File: config.mk
export PLATFORM = sky130hd
export DESIGN_NAME = sustained_clip_run_detector_flat
export DESIGN_NICKNAME = d
export VERILOG_FILES = /design/src/design/scrd_pkg.sv /design/src/design/scrd_if.sv /design/src/design/scrd_update.sv /design/src/design/sustained_clip_run_detector.sv /design/src/flat_wrapper.sv
export SDC_FILE = /design/constraint.sdc
export NUM_CORES = 2
export LEC_CHECK = 0
export ABC_AREA = 1
export BUFFER_PORTS_ARGS = -buffer_cell sky130_fd_sc_hd__buf_2
export CORE_MARGIN = 5
export CORE_UTILIZATION = 50
export CTS_CLUSTER_DIAMETER = 150
export DETAILED_ROUTE_END_ITERATION = 7
export PLACE_DENSITY = 0.66
export SYNTH_ARGS = -nofsm -noshare
export SYNTH_HDL_FRONTEND = slang
export SYNTH_HIERARCHICAL = 1
export SYNTH_SLANG_ARGS = --single-unit
File: constraint.sdc
create_clock -name clk_i -period 5.46 [get_ports clk_i]
set_input_delay 0.273 -clock clk_i [delete_from_list [all_inputs] [get_ports clk_i]]
set_output_delay 0.273 -clock clk_i [all_outputs]
set_load 0.01 [all_outputs]
File: src/design/scrd_pkg.sv
// ----------------------------------------------------------------------------
// scrd_pkg
// Shared types and constants for the sustained clip run detector.
// ----------------------------------------------------------------------------
package scrd_pkg;

  localparam int unsigned CHANNELS = 8;
  localparam int unsigned CHAN_W   = 3;
  localparam int unsigned SMP_W    = 32;
  localparam int unsigned THR_W    = 31;
  localparam int unsigned LEN_W    = 32;
  localparam int unsigned POS_W    = 48;
  localparam int unsigned CFG_W    = 32;

  localparam logic [LEN_W-1:0] LEN_MAX = '1;
  localparam logic [POS_W-1:0] POS_MAX = '1;

  typedef enum logic [0:0] {
    CFG_CLIP_THRESHOLD = 1'b0,
    CFG_MIN_RUN        = 1'b1
  } cfg_idx_e;

  typedef struct packed {
    logic                    action;
    logic [CHAN_W-1:0]       channel;
    logic signed [SMP_W-1:0] sample_value;
  } in_word_t;

  typedef struct packed {
    logic              event_valid;
    logic [CHAN_W-1:0] event_channel;
    logic [POS_W-1:0]  event_start;
    logic [LEN_W-1:0]  event_length;
    logic [LEN_W-1:0]  total_events;
    logic [POS_W-1:0]  clip_total;
  } out_word_t;

  typedef struct packed {
    logic [LEN_W-1:0] run_length;
    logic [POS_W-1:0] run_start;
    logic [POS_W-1:0] position;
    logic [LEN_W-1:0] event_count;
    logic [POS_W-1:0] clipped_count;
  } chan_state_t;

  typedef struct packed {
    logic [THR_W-1:0] clip_threshold;
    logic [LEN_W-1:0] min_run;
  } cfg_t;

endpackage

File: src/design/scrd_if.sv
// ----------------------------------------------------------------------------
// scrd_in_if / scrd_out_if
// Valid/ready channels carrying input and result words.
// ----------------------------------------------------------------------------
interface scrd_in_if;
  logic               valid;
  logic               ready;
  scrd_pkg::in_word_t payload;

  modport source (output valid, output payload, input ready);
  modport sink   (input valid, input payload, output ready);
endinterface

interface scrd_out_if;
  logic                valid;
  logic                ready;
  scrd_pkg::out_word_t payload;

  modport source (output valid, output payload, input ready);
  modport sink   (input valid, input payload, output ready);
endinterface

File: src/design/scrd_update.sv
// ----------------------------------------------------------------------------
// scrd_update
// Next channel state and result word for one input word.
// ----------------------------------------------------------------------------
module scrd_update (
  input  scrd_pkg::in_word_t    in_word_i,
  input  scrd_pkg::chan_state_t cur_i,
  input  scrd_pkg::cfg_t        cfg_i,
  output scrd_pkg::chan_state_t nxt_o,
  output scrd_pkg::out_word_t   res_o
);
  import scrd_pkg::*;

  logic [SMP_W:0]   mag;
  logic             clipped;
  logic             run_open;
  logic             end_run;
  logic             report;
  logic [POS_W:0]   clip_sum;
  logic [POS_W-1:0] clip_sat;
  logic [LEN_W-1:0] evt_sat;
  logic [LEN_W-1:0] len_inc;
  logic [POS_W-1:0] pos_inc;

  always_comb begin
    // exact magnitude, -2^31 gives 2^31
    mag = in_word_i.sample_value[SMP_W-1]
        ? ((SMP_W+1)'(0) - {1'b1, in_word_i.sample_value})
        : {1'b0, in_word_i.sample_value};
    clipped  = mag >= {2'b00, cfg_i.clip_threshold};
    run_open = cur_i.run_length != '0;
    end_run  = run_open && (in_word_i.action || !clipped);
    report   = end_run && (cur_i.run_length >= cfg_i.min_run);

    clip_sum = {1'b0, cur_i.clipped_count} + {(POS_W+1-LEN_W)'(0), cur_i.run_length};
    clip_sat = clip_sum[POS_W] ? POS_MAX : clip_sum[POS_W-1:0];
    evt_sat  = (cur_i.event_count == LEN_MAX) ? LEN_MAX : cur_i.event_count + 1'b1;
    len_inc  = (cur_i.run_length == LEN_MAX) ? LEN_MAX : cur_i.run_length + 1'b1;
    pos_inc  = (cur_i.position == POS_MAX) ? POS_MAX : cur_i.position + 1'b1;

    nxt_o = cur_i;
    if (end_run) begin
      nxt_o.run_length    = '0;
      nxt_o.clipped_count = clip_sat;
      if (report) begin
        nxt_o.event_count = evt_sat;
      end
    end else if (!in_word_i.action && clipped) begin
      if (!run_open) begin
        nxt_o.run_start = cur_i.position;
      end
      nxt_o.run_length = len_inc;
    end
    if (!in_word_i.action) begin
      nxt_o.position = pos_inc;
    end

    res_o.event_valid   = report;
    res_o.event_channel = in_word_i.channel;
    res_o.event_start   = report ? cur_i.run_start : '0;
    res_o.event_length  = report ? cur_i.run_length : '0;
    res_o.total_events  = nxt_o.event_count;
    res_o.clip_total    = nxt_o.clipped_count;
  end

endmodule

File: src/design/sustained_clip_run_detector.sv
// ----------------------------------------------------------------------------
// sustained_clip_run_detector
// Per-channel detector of runs of clipped audio samples.
// ----------------------------------------------------------------------------
// Usage:
//  - in_port carries one word per sample or flush, tagged with a channel.
//    Every accepted word yields exactly one result word on out_port.
//  - A sample whose magnitude reaches clip_threshold extends the channel's
//    run; a quiet sample or a flush ends it. Ended runs of at least min_run
//    samples come out with event_valid set, plus start and length.
//  - The result is registered: it is loaded into the output register at
//    the accepting edge and can be taken in the cycle after. Throughput: one
//    word per cycle while the receiver does not stall, as each accepted word
//    does a read-modify-write of the selected channel's state flops, so words
//    for the same channel may follow back to back.
//  - Stall: in_port.ready is high whenever the output register is empty or
//    being drained this cycle; a stalled receiver holds the result and
//    back-pressures the input after one word.
//  - Reset (rst_ni low, async): all channel state clears to zero, the
//    output register empties, clip_threshold returns to full scale and
//    min_run to 1. No clearing pass is needed.
//  - Config: cfg_we_i writes cfg_data_i to register cfg_idx_i; write only
//    while idle.
// ----------------------------------------------------------------------------
module sustained_clip_run_detector (
  input  logic                      clk_i,
  input  logic                      rst_ni,
  scrd_in_if.sink                   in_port,
  scrd_out_if.source                out_port,
  input  logic                      cfg_we_i,
  input  scrd_pkg::cfg_idx_e        cfg_idx_i,
  input  logic [scrd_pkg::CFG_W-1:0] cfg_data_i
);
  import scrd_pkg::*;

  // configuration registers
  cfg_t        cfg_q;

  // per-channel state, one flop row per channel
  chan_state_t state_q [CHANNELS];

  // output register
  logic        out_valid_q;
  out_word_t   out_word_q;

  logic        in_ready;
  logic        accept;
  logic        chan_ok;
  chan_state_t cur_state;
  chan_state_t nxt_state;
  out_word_t   upd_res;
  out_word_t   out_word_d;

  // output register empty or leaving this cycle
  assign in_ready = !out_valid_q || out_port.ready;
  assign accept   = in_port.valid && in_ready;
  assign chan_ok  = 32'(in_port.payload.channel) < CHANNELS;

  assign in_port.ready    = in_ready;
  assign out_port.valid   = out_valid_q;
  assign out_port.payload = out_word_q;

  assign cur_state = state_q[in_port.payload.channel];

  scrd_update u_update (
    .in_word_i (in_port.payload),
    .cur_i     (cur_state),
    .cfg_i     (cfg_q),
    .nxt_o     (nxt_state),
    .res_o     (upd_res)
  );

  // channels beyond the configured count are passed by untouched
  always_comb begin
    out_word_d = upd_res;
    if (!chan_ok) begin
      out_word_d               = '0;
      out_word_d.event_channel = in_port.payload.channel;
    end
  end

  always_ff @(posedge clk_i or negedge rst_ni) begin
    if (!rst_ni) begin
      cfg_q.clip_threshold <= '1;
      cfg_q.min_run        <= LEN_W'(1);
    end else if (cfg_we_i) begin
      unique case (cfg_idx_i)
        CFG_CLIP_THRESHOLD: cfg_q.clip_threshold <= cfg_data_i[THR_W-1:0];
        CFG_MIN_RUN:        cfg_q.min_run        <= cfg_data_i[LEN_W-1:0];
        default:            cfg_q                <= cfg_q;
      endcase
    end
  end

  always_ff @(posedge clk_i or negedge rst_ni) begin
    if (!rst_ni) begin
      for (int i = 0; i < CHANNELS; i++) begin
        state_q[i] <= '0;
      end
    end else if (accept && chan_ok) begin
      state_q[in_port.payload.channel] <= nxt_state;
    end
  end

  always_ff @(posedge clk_i or negedge rst_ni) begin
    if (!rst_ni) begin
      out_valid_q <= 1'b0;
    end else if (in_ready) begin
      out_valid_q <= accept;
    end
  end

  // payload needs no reset
  always_ff @(posedge clk_i) begin
    if (accept) begin
      out_word_q <= out_word_d;
    end
  end

endmodule

File: src/flat_wrapper.sv
// flat-port wrapper written by rule: the top's interface ports become plain ports
module sustained_clip_run_detector_flat import scrd_pkg::*;
  (clk_i, rst_ni, cfg_we_i, cfg_idx_i, cfg_data_i, in_port_valid, in_port_payload, in_port_ready, out_port_valid, out_port_payload, out_port_ready);
  scrd_in_if in_port_i ();
  scrd_out_if out_port_i ();
  input  logic clk_i;
  input  logic rst_ni;
  input  logic cfg_we_i;
  input  scrd_pkg::cfg_idx_e cfg_idx_i;
  input  logic [scrd_pkg::CFG_W-1:0] cfg_data_i;
  input wire logic [$bits(in_port_i.valid)-1:0] in_port_valid;
  input wire logic [$bits(in_port_i.payload)-1:0] in_port_payload;
  output wire logic [$bits(in_port_i.ready)-1:0] in_port_ready;
  output wire logic [$bits(out_port_i.valid)-1:0] out_port_valid;
  output wire logic [$bits(out_port_i.payload)-1:0] out_port_payload;
  input wire logic [$bits(out_port_i.ready)-1:0] out_port_ready;
  assign in_port_i.valid = in_port_valid;
  assign in_port_i.payload = in_port_payload;
  assign in_port_ready = in_port_i.ready;
  assign out_port_valid = out_port_i.valid;
  assign out_port_payload = out_port_i.payload;
  assign out_port_i.ready = out_port_ready;
  sustained_clip_run_detector u_core (.clk_i(clk_i), .rst_ni(rst_ni), .in_port(in_port_i), .out_port(out_port_i), .cfg_we_i(cfg_we_i), .cfg_idx_i(cfg_idx_i), .cfg_data_i(cfg_data_i));
endmodule
-- Yosys cells after proc, flatten, opt, wreduce, memory -nomap -nowiden
Cells that the tools add are included.
- $lt $le $gt $ge: 4
- equality and inequality tests: 3
- shifts and indexed selects: 0
- muxes and demuxes: 18
- reduce and logical (&&, ||, !) cells: 13
- add/subtract/negate cells: 5
- divide/modulo/power cells: 0
- bitwise gates (word level): 2
- multipliers: 0
- operators with widths (kind ; count):
    $bwmux W1664 ; 1
    $bmux W208 S3 ; 1
    $demux W208 S3 ; 1
    $mux W208 ; 3
    $mux W48 ; 5
    $mux W80 ; 2
    $mux W32 ; 4
    $add A32 B1 Y32 const B ; 2
    $eq A32 B32 Y1 const B ; 2
    $add A48 B32 Y49 ; 1
    $add A48 B1 Y48 const B ; 1
    $eq A48 B48 Y1 const B ; 1
    $ge A33 B31 Y1 ; 1
    $mux W33 ; 1
    $sub A1 B33 Y33 const A ; 1
    $ge A32 B32 Y1 ; 1
    $reduce_bool A32 Y1 ; 1
    $logic_and A1 B1 Y1 ; 5
    $ge A4 B4 Y1 const B ; 1
    $lt A4 B1 Y1 const B ; 1
    $not A3 Y4 ; 1
    $reduce_and A2 Y1 ; 2
    $logic_not A1 Y1 ; 3
    $logic_or A1 B1 Y1 ; 2
    $not A1 Y1 ; 1
- bits in read-only memories: 0
- output and inout port bits: 166
- bits in latches: 0
- logic and storage cells: 94
- RAM bits: 0
- memories: 0
- bits of input ports: 74
- register bits: 1892

-- Logic depth before layout (Yosys ltp)
- depth after elaboration: 10
- depth in mapped cells: 29

-- By module
The synthesis kept the hierarchy.
- by module, submodules not included (module ; sequential area each (um2) ; cells an instance ; area an instance (um2) ; times used):
    sustained_clip_run_detector ; 48206.2 ; 11606 ; 87437.6 ; 1
    scrd_update ; 0.0 ; 2544 ; 12665.9 ; 1

-- Worst setup path after synthesis
OpenSTA, ideal clock, no wires.
- kind: reg-to-reg
- from: register u_core.out_valid_q, in the netlist u_core/out_port.valid
- to: register u_core/state_q[1412] (netlist name)
- slack: 1.250 ns
- cell stages (with the launch flop): 8
- arrival: 4.080 ns
- clock period less this slack: 4.210 ns
- path buffers: 3
- cells stage by stage: dfrtp_1 > a21oi_4 > nand2_1 > buf_2 > buf_2 > buf_2 > nand2_1 > o21ai_0
- cells in the longest elaborated chain, start to end: 3
- ends and longest elaborated chain (item ; line ; RTL):
    start, declared ; sustained_clip_run_detector.sv:43 ; logic out_valid_q;
    start signal, assigned ; sustained_clip_run_detector.sv:109 ; out_valid_q <= accept;
    $logic_not A1 Y1 ; sustained_clip_run_detector.sv:55 ; assign in_ready = !out_valid_q || out_port.ready;
    $logic_or A1 B1 Y1 ; sustained_clip_run_detector.sv:55 ;
    $logic_and A1 B1 Y1 ; sustained_clip_run_detector.sv:56 ; assign accept = in_port.valid && in_ready;
    net u_core.accept ; sustained_clip_run_detector.sv:47 ; logic accept;
    end signal, assigned by index ; sustained_clip_run_detector.sv:101 ; state_q[in_port.payload.channel] <= nxt_state;
    end, declared ; sustained_clip_run_detector.sv:40 ; chan_state_t state_q [CHANNELS];
The timed path passes the listed nets, and every way through them passes these cells.
A chain may end at the register's enable or synchronous reset.

==> results.json <==
{
  "status": "completed",
  "seq_power_share": 0.461,
  "yosysWarnings": 6,
  "synth_nets": 14300,
  "placed_cells": 16300,
  "cts_buffer_depth": 3,
  "layout-drive-gt1-share": 0.0630,
  "power.share.switching": 0.254,
  "pwr-share-clk": 0.459,
  "clkLatencyLatePin_ns": 0.85,
  "setup-tns-final_ns": 0,
  "power.leakage_uw": 0.0582,
  "p_switching_uw": 8000,
  "cts_root_buf": "clkbuf_16",
  "num_rows": 164,
  "grt_use_total": 0.306,
  "setup.worst_path.start_class": "primary input",
  "multi_input_area_sq_um": 45200,
  "drt-initial-drc-count": 9403,
  "synth.avg_cell_area_sq_um": 7.07,
  "clk_pin_slew_worst_paths_ns": 0.06,
  "avgViaCountPerCell": 5.51,
  "cts_resized": 0,
  "htree_levels": 4,
  "end_kind": "flip-flop",
  "initial_utilization": 0.502,
  "timing.slew.headroom": 0.191,
  "grt_max_degree": 198,
  "finalMaxSlewViolations": 0,
  "crit_top_cell": "nand2_1",
  "mostFrequentLayoutCells": "nand2_1 (7734), o21ai_0 (1895), dfrtp_1 (1696), inv_1 (597), nor2_1 (331)",
  "max_freq_mhz": 223,
  "synth_cell_types": 54,
  "syn_inst": 14200,
  "final_common_cell": "nand2_1",
  "required_ns": 6.20,
  "drv_cap": 0,
  "worst_pin_slew_ns": 1.21,
  "crit_fanout": 56,
  "peakVddDrop_uv": 371,
  "ant_nets": 0,
  "io_buffers": 239,
  "fin_worst_skew_ns": 0.0385,
  "finalHoldViolations": 0,
  "cts_setup_buffers": 0,
  "die_w_microns": 457,
  "syn-cell-area_sq_um": 100000,
  "drcViolationCount": 0,
  "p_int_uw": 23500,
  "coreArea_sq_um": 199000,
  "fin_crit_sh": 0.823,
  "io_pins": 240,
  "fillers": 19100,
  "wirelength_mm": 328,
  "hpwl_mm": 187,
  "ys_async_sr_fraction": 0.913,
  "cpMaxStageDelayCell": "buf_4",
  "setup_viol": 0,
  "rsz0062_at_grt": "false",
  "cts_tree": "done",
  "worstPathArrival_ns": 5.23,
  "dieArea_sq_um": 209000,
  "p_comb_frac": 0.079,
  "power_density_nw_per_um2": 286,
  "regArea_sq_um": 48200,
  "ys_seq_area_frac": 0.482,
  "hold_class": "in -> reg",
  "worstPathCellList": "dlygate4sd3_1 -> buf_8 -> inv_8 -> buf_4 -> nand2_1 -> nand2_1 -> nand2_1 -> nor3_1 -> nand2_1 -> nor3_1 -> nand4_1 -> nor2_1 -> nand2_1 -> o21ai_0 -> inv_1 -> o21ai_0",
  "grt_pass1_wl_mm": 513,
  "synth_ff_type": "dfrtp_1",
  "wl_per_cell_microns": 19.6,
  "fin_cells": 16700,
  "crit_type": "in -> reg",
  "slowest_delay_ns": 0.61,
  "antenna_found_initial": 7,
  "area_growth_syn_to_layout_pct": 10.0,
  "vias": 92200,
  "cts_buffers": 203,
  "timing.final.crit_period_ns": 4.49,
  "final_net_count": 14100,
  "synth_seq_cells": 1892,
  "grt_pass1_vias": 88700,
  "die_h_microns": 457,
  "gp_congestion": 0.997,
  "drtPass1Iterations": 6,
  "grt.overflow.total": 0,
  "synth_edf_count": 164,
  "clock-sinks": 1892
}
-- per-stage QoR --
step | area (sq um) | util | power (uW) | hold WS (ns) | worst slack, ns
2_1_floorplan | 100000 | - | 16100 | -0.0226 | 1.25
3_3_place_gp | 103000 | 0.515 | 17200 | 0.257 | 0.508
3_5_place_dp | 103000 | 0.515 | 17300 | 0.256 | 0.442
4_1_cts | 110000 | 0.552 | 31700 | 0.0252 | 1.13
5_1_grt | 110000 | 0.552 | 32500 | 0.105 | 0.812
6_report | 110000 | 0.552 | 31500 | 0.0954 | 0.969
-- critical path, delay by kind of cell --
| kind | cells | cell delay, ns |
|---|---|---|
| buffers and inverters | 5 | 1.97 |
| AOI/OAI and AO/OA | 2 | 0.77 |
| and+or+nand+nor | 9 | 2.09 |
-- final cells by class --
class	instances	area share
inverters	609	0.0210
flip-flops and latches	1892	0.438
clock inverters	75	0.00872
clock buffers	305	0.0552
well taps	2656	0.0302
repair buffers	488	0.0367
diodes	4	0.0000909
multi-input cells	10700	0.410
-- repair_timing --
item                                   CTS  global route
setup endpoints to repair                0             0
hold buffers                            40             0
endpoints found under the hold margin  465             0
-- path summary, 6_finish.rpt --
check,from,to,slack (ns),cells after the start
setup reg to reg,u_core/state_q[1424]$_DFFE_PN0P_,u_core/state_q[694]$_DFFE_PN0P_,1.24,19
hold reg to reg,u_core/state_q[709]$_DFFE_PN0P_,u_core/state_q[709]$_DFFE_PN0P_,0.48,2
min in group asynchronous,rst_ni,u_core/state_q[584]$_DFFE_PN0P_,0.47,3
setup / recovery,in_port_payload[34],u_core/state_q[1565]$_DFFE_PN0P_,0.97,16
max in group asynchronous,rst_ni,u_core/cfg_q[13]$_DFFE_PN0P_,3.30,5
hold / removal,cfg_idx_i,u_core/cfg_q[1]$_DFFE_PN0P_,0.1,5
-- cells in the mapped netlist, types with 4 or more instances --
master / count / area [sq um]
nand3b_1: 10 / 75.1
edfxtp_1: 164 / 4920
buf_1: 63 / 236
clkbuf_1: 412 / 1550
xor2_1: 68 / 596
inv_1: 597 / 2240
nand3_2: 5 / 50.1
nor4_1: 16 / 100
nor2_4: 4 / 45.0
xnor2_1: 26 / 228
nor3_1: 66 / 330
buf_2: 303 / 1520
nand4_1: 84 / 526
nand2_2: 5 / 31.3
nor3_2: 4 / 40.0
a21oi_1: 76 / 380
or2_2: 20 / 125
dfrtp_1: 1696 / 42400
a21o_1: 4 / 30.0
buf_4: 131 / 983
nand2_1: 7739 / 29000
nor2_1: 331 / 1240
o21ai_1: 13 / 65.1
inv_2: 11 / 41.3
a31oi_1: 21 / 131
nand3_1: 166 / 831
o31ai_1: 4 / 30.0
nor2_2: 5 / 31.3
o21ai_0: 1895 / 9480
ha_1: 100 / 1250
buf_6: 10 / 113
clkbuf_2: 29 / 145
dfstp_2: 32 / 841
o21bai_1: 10 / 75.1
-- cells by family (layout without fill, tap and decap cells) --
family | after synthesis | count (layout) | synth area share
simple gates | 8472 | 8472 | 0.326
compound gates | 2033 | 2033 | 0.103
flops | 1892 | 1892 | 0.482
buf+inv | 1557 | 1477 | 0.0682
fa+ha+maj | 101 | 101 | 0.0127
xor+xnor | 94 | 94 | 0.00822
mux | 1 | 1 | 0.000112
other cells | 0 | 4 | 0
-- power by group through the flow --
stage | combinational, uW | clock (uW) | sequential, uW
6_report | 2500 | 14500 | 14500
3_3_place_gp | 2440 | 0 | 14800
3_5_place_dp | 2460 | 0 | 14800
4_1_cts | 2490 | 14700 | 14500
2_1_floorplan | 1290 | 0 | 14800
5_1_grt | 2710 | 15300 | 14600
-- layer usage --
layer,GRT usage,vias to the layer above,part of all wire
met4,0.119,6,0.040
met1,0.416,43900,0.42
met3,0.0459,724,0.080
met5,0,-,0.00011
met2,0.497,3872,0.46
li1,-,43600,-
-- flip-flops by register name (all words and copies together), names as in the netlist --
signal,count
u_core/cfg_q,63
u_core/state_q,1664
u_core/out_port.payload,164
u_core/out_port.valid,1
No activity file was read; power rests on OpenSTA's default activity.
